$ cat config.mk
export PLATFORM = sky130hd
export DESIGN_NAME = grid_ray_cast_column_core
export DESIGN_NICKNAME = d
export VERILOG_FILES = /design/src/hw/rtl/grc_pkg.sv /design/src/hw/rtl/grc_div.sv /design/src/hw/rtl/grid_ray_cast_column_core.sv
export SDC_FILE = /design/constraint.sdc
export NUM_CORES = 2
export LEC_CHECK = 0
export ABC_AREA = 1
export BUFFER_PORTS_ARGS = -buffer_cell sky130_fd_sc_hd__buf_2
export CORE_MARGIN = 5
export CORE_UTILIZATION = 50
export CTS_CLUSTER_SIZE = 30
export DETAILED_ROUTE_END_ITERATION = 8
export PLACE_DENSITY = 0.66
export SYNTH_ARGS = -nofsm -noshare
export SYNTH_HDL_FRONTEND = slang
export SYNTH_HIERARCHICAL = 1
export SYNTH_SLANG_ARGS = --single-unit
$ cat constraint.sdc
create_clock -name clk_i -period 9.9 [get_ports clk_i]
set_input_delay 2.475 -clock clk_i [delete_from_list [all_inputs] [get_ports clk_i]]
set_output_delay 2.475 -clock clk_i [all_outputs]
set_load 0.05 [all_outputs]
$ cat src/hw/rtl/grc_pkg.sv
// Package for the grid ray cast column core: sizes, register indexes, divider request and response types.
// Used by every module of the block; depends on nothing.
`default_nettype none
package grc_pkg;
  localparam int unsigned ScreenW  = 320;
  localparam int unsigned ScreenH  = 240;
  localparam int unsigned MapW     = 16;
  localparam int unsigned MapH     = 16;
  localparam int unsigned MaxSteps = 32;

  localparam logic [2:0] REG_POS_X   = 3'd0;
  localparam logic [2:0] REG_POS_Y   = 3'd1;
  localparam logic [2:0] REG_DIR_X   = 3'd2;
  localparam logic [2:0] REG_DIR_Y   = 3'd3;
  localparam logic [2:0] REG_PLANE_X = 3'd4;
  localparam logic [2:0] REG_PLANE_Y = 3'd5;

  typedef struct packed {
    logic        start;
    logic [33:0] num;
    logic [33:0] den;
  } div_req_t;

  typedef struct packed {
    logic        busy;
    logic        done;
    logic [33:0] quo;
  } div_rsp_t;
endpackage
`default_nettype wire

$ cat src/hw/rtl/grc_div.sv
// Shared restoring divider of the ray cast core, one quotient bit per cycle.
// Depends on grc_pkg.
`default_nettype none
module grc_div
  import grc_pkg::*;
(
  input  wire logic     clk_i,
  input  wire logic     rst_ni,
  input  wire div_req_t req_i,
  output div_rsp_t      rsp_o
);
  logic [33:0] quo_q, quo_d, den_q, den_d;
  logic [34:0] rem_q, rem_d, trial;
  logic [5:0]  cnt_q, cnt_d;
  logic        busy_q, busy_d, done_q, done_d;

  always_comb begin
    quo_d  = quo_q;
    den_d  = den_q;
    rem_d  = rem_q;
    cnt_d  = cnt_q;
    busy_d = busy_q;
    done_d = 1'b0;
    trial  = {rem_q[33:0], quo_q[33]} - {1'b0, den_q};
    if (req_i.start) begin
      quo_d  = req_i.num;
      den_d  = req_i.den;
      rem_d  = '0;
      cnt_d  = 6'd34;
      busy_d = 1'b1;
    end else if (busy_q) begin
      if (!trial[34]) begin
        rem_d = trial;
        quo_d = {quo_q[32:0], 1'b1};
      end else begin
        rem_d = {rem_q[33:0], quo_q[33]};
        quo_d = {quo_q[32:0], 1'b0};
      end
      cnt_d = cnt_q - 6'd1;
      if (cnt_q == 6'd1) begin
        busy_d = 1'b0;
        done_d = 1'b1;
      end
    end
  end

  always_ff @(posedge clk_i or negedge rst_ni) begin
    if (!rst_ni) begin
      busy_q <= 1'b0;
      done_q <= 1'b0;
      cnt_q  <= '0;
    end else begin
      busy_q <= busy_d;
      done_q <= done_d;
      cnt_q  <= cnt_d;
    end
  end

  always_ff @(posedge clk_i) begin
    quo_q <= quo_d;
    den_q <= den_d;
    rem_q <= rem_d;
  end

  assign rsp_o.busy = busy_q;
  assign rsp_o.done = done_q;
  assign rsp_o.quo  = quo_q;

`ifndef SYNTHESIS
  a_done_after_busy: assert property (@(posedge clk_i) disable iff (!rst_ni)
    rsp_o.done |-> $past(busy_q)) else $error("divider done without work");
  a_cnt_zero_idle: assert property (@(posedge clk_i) disable iff (!rst_ni)
    !busy_q && !req_i.start |=> !busy_q) else $error("divider started by itself");
  a_no_restart: assert property (@(posedge clk_i) disable iff (!rst_ni)
    busy_q |-> !req_i.start) else $error("divider restarted while busy");
`endif
endmodule
`default_nettype wire

$ cat src/hw/rtl/grid_ray_cast_column_core.sv
// Top level of the grid ray cast column core: sequencer, map, camera registers.
// Depends on grc_pkg and grc_div.
//
// Use: the input channel carries a load word (action 0) that writes one map row,
// or a cast word (action 1) holding a screen column. Each cast gives one output
// word with the clamped draw rows, the hit side and the Q8.8 wall distance.
// Loads give no output. Camera registers are written through the plain write
// port; the user must write them only while the core is idle, which the core
// itself does not enforce. A load is taken without leaving idle, so the core
// stays ready. A cast runs in order through the camera and ray multiplies, two
// ray delta divisions, the side distance multiplies and walk setup, one step per
// cell walked (1 to MAX_STEPS cells), one height division and the output state;
// only then does the core return to idle and take the next word. One shared
// multiplier and one shared divider serve all of these steps.
// A finished result sits in the output register until taken; a new word is
// accepted while it waits, but the next cast holds before its end until the
// output is free.
// Reset clears the map to all zero and loads the default camera.
`default_nettype none
module grid_ray_cast_column_core
  import grc_pkg::*;
#(
  parameter int unsigned SCREEN_W  = ScreenW,
  parameter int unsigned SCREEN_H  = ScreenH,
  parameter int unsigned MAP_W     = MapW,
  parameter int unsigned MAP_H     = MapH,
  parameter int unsigned MAX_STEPS = MaxSteps
) (
  input  wire logic        clk_i,
  input  wire logic        rst_ni,
  input  wire logic        in_valid_i,
  output logic             in_ready_o,
  input  wire logic        action_i,
  input  wire logic [3:0]  row_index_i,
  input  wire logic [15:0] row_bits_i,
  input  wire logic [9:0]  screen_column_i,
  output logic             out_valid_o,
  input  wire logic        out_ready_i,
  output logic [9:0]       column_out_o,
  output logic [9:0]       draw_start_o,
  output logic [9:0]       draw_end_o,
  output logic             hit_side_o,
  output logic [15:0]      wall_distance_o,
  input  wire logic        cfg_we_i,
  input  wire logic [2:0]  cfg_index_i,
  input  wire logic [15:0] cfg_data_i
);
  localparam int StepW = $clog2(MAX_STEPS + 1);
  localparam logic [StepW-1:0] StepMax = StepW'(MAX_STEPS);
  localparam logic [33:0] HeightMax = 34'(2 * SCREEN_H + 2);
  localparam logic [10:0] HalfH = 11'(SCREEN_H / 2);
  localparam logic [10:0] LastRow = 11'(SCREEN_H - 1);
  localparam logic [33:0] HNum = 34'(SCREEN_H) << 16;
  // Scaled reciprocal of the screen width; column times it, shifted right by 20,
  // gives the exact floor of column * 32768 / SCREEN_W.
  localparam logic [35:0] CamRecip =
    36'(((64'd1 << 35) + 64'(SCREEN_W) - 64'd1) / 64'(SCREEN_W));

  localparam logic [3:0] S_IDLE = 4'd0;
  localparam logic [3:0] S_CAM  = 4'd1;
  localparam logic [3:0] S_CAMQ = 4'd2;
  localparam logic [3:0] S_RX   = 4'd3;
  localparam logic [3:0] S_RY   = 4'd4;
  localparam logic [3:0] S_DX   = 4'd5;
  localparam logic [3:0] S_DY   = 4'd6;
  localparam logic [3:0] S_SX   = 4'd7;
  localparam logic [3:0] S_SY   = 4'd8;
  localparam logic [3:0] S_WALK = 4'd9;
  localparam logic [3:0] S_HT   = 4'd10;
  localparam logic [3:0] S_OUT  = 4'd11;

  logic [3:0]  state_q, state_d;
  logic [15:0] pos_x_q, pos_y_q, dir_x_q, dir_y_q, plane_x_q, plane_y_q;
  logic [15:0] map_q [16];
  logic [9:0]  col_q;
  logic signed [24:0] cam_q;
  logic signed [27:0] rx_q, ry_q;
  logic [31:0] dx_q, dy_q;
  logic [37:0] sx_q, sy_q;
  logic signed [5:0] mx_q, my_q;
  logic        side_q;
  logic [StepW-1:0] n_q;
  logic [37:0] dist_q;
  logic        ov_q;
  logic [9:0]  ocol_q, ostart_q, oend_q;
  logic        oside_q;
  logic [15:0] odist_q;

  // shared multiplier
  logic signed [18:0] mul_a;
  logic signed [35:0] mul_b;
  logic signed [54:0] mul_p;
  logic signed [54:0] prod_q;

  div_req_t div_req;
  div_rsp_t div_rsp;
  logic     div_started_q;

  grc_div u_div (.clk_i(clk_i), .rst_ni(rst_ni), .req_i(div_req), .rsp_o(div_rsp));

  logic in_acc, cast_acc;
  assign in_ready_o = (state_q == S_IDLE);
  assign in_acc     = in_valid_i && in_ready_o;
  assign cast_acc   = in_acc && action_i;

  logic [27:0] arx, ary;
  assign arx = rx_q[27] ? 28'(-rx_q) : 28'(rx_q);
  assign ary = ry_q[27] ? 28'(-ry_q) : 28'(ry_q);

  logic signed [24:0] cam_w;
  logic signed [27:0] floor_rx;
  logic [12:0] frac_x, frac_y;
  assign frac_x = rx_q[27] ? {1'b0, pos_x_q[11:0]} : 13'd4096 - {1'b0, pos_x_q[11:0]};
  assign frac_y = ry_q[27] ? {1'b0, pos_y_q[11:0]} : 13'd4096 - {1'b0, pos_y_q[11:0]};

  always_comb begin
    mul_a = '0;
    mul_b = '0;
    unique case (state_q)
      S_CAM: begin
        mul_a = 19'(col_q);
        mul_b = signed'(CamRecip);
      end
      S_RX: begin
        mul_a = 19'(signed'(plane_x_q));
        mul_b = 36'(cam_q);
      end
      S_RY: begin
        mul_a = 19'(signed'(plane_y_q));
        mul_b = 36'(cam_q);
      end
      S_SX: begin
        mul_a = 19'(frac_x);
        mul_b = 36'({1'b0, dx_q});
      end
      S_SY: begin
        mul_a = 19'(frac_y);
        mul_b = 36'({1'b0, dy_q});
      end
      default: begin
        mul_a = '0;
        mul_b = '0;
      end
    endcase
    mul_p = mul_a * mul_b;
  end

  // walk step
  logic        step_x;
  logic signed [5:0] nmx, nmy;
  logic [37:0] nsx, nsy;
  logic        out_map, wall;
  logic [15:0] row_sel;
  always_comb begin
    step_x = sx_q < sy_q;
    nmx = mx_q;
    nmy = my_q;
    nsx = sx_q;
    nsy = sy_q;
    if (step_x) begin
      nsx = sx_q + 38'(dx_q);
      nmx = rx_q[27] ? mx_q - 6'sd1 : mx_q + 6'sd1;
    end else begin
      nsy = sy_q + 38'(dy_q);
      nmy = ry_q[27] ? my_q - 6'sd1 : my_q + 6'sd1;
    end
    out_map = nmx < 0 || nmx >= 6'(MAP_W) || nmy < 0 || nmy >= 6'(MAP_H);
    row_sel = map_q[nmy[3:0]];
    wall    = row_sel[nmx[3:0]];
  end

  logic [33:0] hgt;
  logic [10:0] half;
  assign hgt  = (dist_q == '0 || div_rsp.quo > HeightMax) ? HeightMax : div_rsp.quo;
  assign half = 11'(hgt >> 1);

  always_comb begin
    state_d = state_q;
    div_req = '0;
    unique case (state_q)
      S_IDLE: if (cast_acc) state_d = S_CAM;
      S_CAM:  state_d = S_CAMQ;
      S_CAMQ: state_d = S_RX;
      S_RX:   state_d = S_RY;
      S_RY:   state_d = S_DX;
      S_DX: begin
        if (!div_started_q) begin
          div_req.start = 1'b1;
          div_req.num   = 34'd1 << 30;
          div_req.den   = 34'(arx);
        end
        if (div_rsp.done) state_d = S_DY;
      end
      S_DY: begin
        if (!div_started_q) begin
          div_req.start = 1'b1;
          div_req.num   = 34'd1 << 30;
          div_req.den   = 34'(ary);
        end
        if (div_rsp.done) state_d = S_SX;
      end
      S_SX: state_d = S_SY;
      S_SY: state_d = S_WALK;
      S_WALK: begin
        if (n_q != '0 && (out_map || wall || n_q == StepMax)) state_d = S_HT;
      end
      S_HT: begin
        if (!div_started_q) begin
          div_req.start = 1'b1;
          div_req.num   = HNum;
          div_req.den   = (dist_q[37:34] != '0) ? '1 : dist_q[33:0];
        end
        if (div_rsp.done) state_d = S_OUT;
      end
      S_OUT: if (!ov_q || out_ready_i) state_d = S_IDLE;
      default: state_d = S_IDLE;
    endcase
  end

  assign cam_w    = 25'(prod_q >>> 20) - 25'sd16384;
  assign floor_rx = 28'(prod_q >>> 14);

  always_ff @(posedge clk_i or negedge rst_ni) begin
    if (!rst_ni) begin
      state_q       <= S_IDLE;
      div_started_q <= 1'b0;
      ov_q          <= 1'b0;
      pos_x_q   <= 16'd16384;
      pos_y_q   <= 16'd16384;
      dir_x_q   <= 16'd16384;
      dir_y_q   <= 16'd0;
      plane_x_q <= 16'd0;
      plane_y_q <= 16'd10813;
      for (int i = 0; i < 16; i++) map_q[i] <= '0;
    end else begin
      state_q <= state_d;
      if (div_req.start) div_started_q <= 1'b1;
      else if (div_rsp.done) div_started_q <= 1'b0;
      if (state_q == S_OUT && (!ov_q || out_ready_i)) ov_q <= 1'b1;
      else if (out_ready_i) ov_q <= 1'b0;
      if (in_acc && !action_i) map_q[row_index_i] <= row_bits_i;
      if (cfg_we_i) begin
        unique case (cfg_index_i)
          REG_POS_X:   pos_x_q   <= cfg_data_i;
          REG_POS_Y:   pos_y_q   <= cfg_data_i;
          REG_DIR_X:   dir_x_q   <= cfg_data_i;
          REG_DIR_Y:   dir_y_q   <= cfg_data_i;
          REG_PLANE_X: plane_x_q <= cfg_data_i;
          REG_PLANE_Y: plane_y_q <= cfg_data_i;
          default: ;
        endcase
      end
    end
  end

  always_ff @(posedge clk_i) begin
    prod_q <= mul_p;
    unique case (state_q)
      S_IDLE: if (cast_acc) col_q <= screen_column_i;
      S_CAM: ;
      S_CAMQ: cam_q <= cam_w;
      S_RX: ;
      S_RY: rx_q <= signed'({{12{dir_x_q[15]}}, dir_x_q}) + floor_rx;
      S_DX: begin
        if (div_req.start) ry_q <= signed'({{12{dir_y_q[15]}}, dir_y_q}) + floor_rx;
        if (div_rsp.done) dx_q <= (arx == '0) ? 32'hFFFF_FFFF : div_rsp.quo[31:0];
      end
      S_DY: if (div_rsp.done) dy_q <= (ary == '0) ? 32'hFFFF_FFFF : div_rsp.quo[31:0];
      S_SX: begin
        mx_q   <= 6'(pos_x_q[15:12]);
        my_q   <= 6'(pos_y_q[15:12]);
        side_q <= 1'b1;
        n_q    <= '0;
      end
      S_SY: sx_q <= 38'(prod_q >>> 12);
      S_WALK: begin
        if (n_q == '0) begin
          sy_q <= 38'(prod_q >>> 12);
        end else begin
          sx_q <= nsx;
          sy_q <= nsy;
          mx_q <= nmx;
          my_q <= nmy;
          side_q <= ~step_x;
          dist_q <= step_x ? sx_q : sy_q;
        end
      end
      S_HT: ;
      S_OUT: if (!ov_q || out_ready_i) begin
        ocol_q   <= col_q;
        ostart_q <= (half > HalfH) ? 10'd0 : 10'(HalfH - half);
        oend_q   <= (HalfH + half > LastRow) ? 10'(LastRow) : 10'(HalfH + half);
        oside_q  <= side_q;
        odist_q  <= (dist_q[37:24] != '0) ? 16'hFFFF : dist_q[23:8];
      end
      default: ;
    endcase
    if (state_q == S_WALK && n_q == '0) n_q <= StepW'(1);
    else if (state_q == S_WALK) n_q <= n_q + StepW'(1);
  end

  assign out_valid_o     = ov_q;
  assign column_out_o    = ocol_q;
  assign draw_start_o    = ostart_q;
  assign draw_end_o      = oend_q;
  assign hit_side_o      = oside_q;
  assign wall_distance_o = odist_q;

`ifndef SYNTHESIS
  a_ready_idle: assert property (@(posedge clk_i) disable iff (!rst_ni)
    in_ready_o |-> state_q == S_IDLE) else $error("ready outside idle");
  a_out_hold: assert property (@(posedge clk_i) disable iff (!rst_ni)
    out_valid_o && !out_ready_i |=> out_valid_o) else $error("output dropped");
  a_walk_bound: assert property (@(posedge clk_i) disable iff (!rst_ni)
    state_q == S_WALK |-> n_q <= StepMax) else $error("walk past step limit");
`endif
endmodule
`default_nettype wire
==> impl_metrics.toml <==
[floorplanning]
ios = 104
die_w_microns = 381
start_util_pct = 50.1
die_h_microns = 381
rows = 136
dieArea_sq_mm = 0.145
core_sq_mm = 0.137

[setup_path]
critPathCaptureType = "flop"
startpoint_type = "flop"
r2r-start = "state_q[0]"
reg2reg_depth = 36
slowest_delay_ns = 0.56
crit_top_cell = "nand2_1"
r2r-end = "prod_q[49]"
cp_data_arrival_time_ns = 9.58
crit_buf_inv = 10
critPathRequiredTime_ns = 10.45
crit_type = "reg2reg"
cp_slowest_cell = "nor2_1"
r2r_slack_ns = 0.87
cp_max_fo = 32
path_delay_family = "adder cells"

[grt]
grt-ovfl-total = 0
antenna_found_initial = 1
track_usage_pct = 26.2
grt_first_pass_wirelength_microns = 303000
grt_pass1_vias = 54802
grt_max_degree = 142

[sta]
slew_viol_final = 0
final-hold-violation-count = 0
tightest_slew_ns = 1.19
finalSetupViolations = 0
finalCritPeriodShare_pct = 91.2
fin_crit_ns = 9.03
finClkSkew_ns = 0.0331
clock.fmax_mhz = 111
fin_tns_setup_ns = 0
rsz0062_at_grt = "false"
slew_headroom_pct = 20.6

[routing]
drtIter0Drc = 4339
wire_per_inst_microns = 18.5
routed-via-count = 54717
drt_wl_total_microns = 191000
post-route-drc-count = 0
first_pass_iters = 6
vias_per_cell = 5.32
postRouteAntennaNets = 0

[finish]
antennaDiodeCount = 0
stdcell_count = 10291
nets = 9420
drive_gt1_share_pct = 6.24
area.growth.synth_to_final_pct = 7.72
fill_cells = 12719

[outcome]
status = "finished, final reports clean"

[clock_network]
cts.clk_slew.worst_paths_ns = 0.06
clk_latency_ns = 0.66
htree_levels = 3
postCtsSetupBuffers = 0
cts_root_buffer = "clkbuf_16"
cts_buffers = 89
cts_buffer_depth = 3
cts_sinks = 841
cts_tree = "built"

[synth]
syn_area_per_cell_sq_um = 8.17
netlist_area_sq_mm = 0.0686
synthCells = 8406
yosysWarnings = 6

[hold_path]
hold_path.class = "reg2reg"
hold_path_depth = 1
min_from = "n_q[4]"
min_to = "n_q[4]"

[place]
dp_hpwl_microns = 148000
io_buffers = 103
gp_congestion = 0.914
dpl.cell_count = 10126

[run]
maxCapViolCount = 0

[pwr]
p_leak_nw = 36.4
power_density_mw_per_mm2 = 315
vdd_drop_max_v = 0.000266
layer usage:
layer  vias to the layer above  part of all wire [%]  track usage [%]
met5                         -                     0                0
met1                     26539                    44             36.3
met2                      1699                    47             43.9
met3                       318                   6.0             2.68
met4                         0                   3.1             7.90
li1                      26161                     -                -
where the power goes:
group / leakage [nW] / internal [mW] / switching [mW] / total, mW
Clock: 1.48 / 1.99 / 1.46 / 3.45
Combinational: 25.8 / 4.98 / 9.37 / 14.4
Sequential: 9.11 / 4.80 / 0.665 / 5.46
worst max-delay path by stage:
| stage | depth (start not counted) | from | to | slack (ns) |
|---|---|---|---|---|
| 6_report | 36 | state_q[0] | prod_q[49] | 0.87 |
| 5_1_grt | 36 | state_q[1] | prod_q[49] | 0.16 |
| 4_1_cts | 36 | state_q[0] | prod_q[49] | 0.61 |
| 3_5_place_dp | 36 | state_q[0] | prod_q[49] | 0.62 |
| 3_3_place_gp | 36 | state_q[0] | prod_q[49] | 0.61 |
| 2_1_floorplan | 38 | state_q[1] | prod_q[48] | 1.93 |
state kept, by name, summed over array words and instances (netlist names), 32 cells and up:
name / cells
sx_q: 38
dx_q: 32
u_div/den_q: 34
u_div/rem_q: 34
dy_q: 32
map_q: 256
sy_q: 38
prod_q: 38
dist_q: 38
u_div/quo_q: 34
cell usage in the layout, fill, tap and decap left out, drive strengths merged, types with 7 or more instances in the layout:
cell type and n:
o22ai 16, a21oi 290, nand4 56, a21boi 19
a21o 9, nor4 23, o211ai 19, clkinv 31
a221oi 10, inv 1656, nand2 2268, edfxtp 397
dfxtp 78, nor3 64, a22o 23, o21ai 670
o221ai 16, clkbuf 122, nor2 472, or2 15
a31oi 20, fa 599, dfrtp 355, o21a 13
xor2 148, nand3 377, ha 343, buf 197
xnor2 88, bufinv 7, dfstp 11, conb 31
o21bai 17
timing repair:
item	CTS	global route
hold buffers	0	0
gates resized for setup	0	1
setup endpoints to repair	0	1
layout make-up:
cell class | instances | area (sq um) | share of cell area [%]
tap | 1794 | 2240 | 3.04
timing repair buffer | 197 | 1240 | 1.68
clock buffer | 122 | 2520 | 3.41
multi-input combinational | 5639 | 38600 | 52.1
sequential | 841 | 22700 | 30.6
clock inverter | 43 | 500 | 0.677
inverter | 1655 | 6220 | 8.41
metrics by stage:
step	setup slack, ns	instance area, sq um	util [%]	power, mW	hold slack, ns
final	0.873	73900	54.0	23.3	0.455
after global routing	0.163	73900	54.0	25.6	0.463
after CTS	0.607	73900	54.0	23.4	0.458
after detailed placement	0.616	70900	51.8	19.9	0.447
after global placement	0.613	70900	51.8	19.6	0.442
after floorplan	1.93	68700	-	15.8	0.400
(Power assumes the default switching activity.)
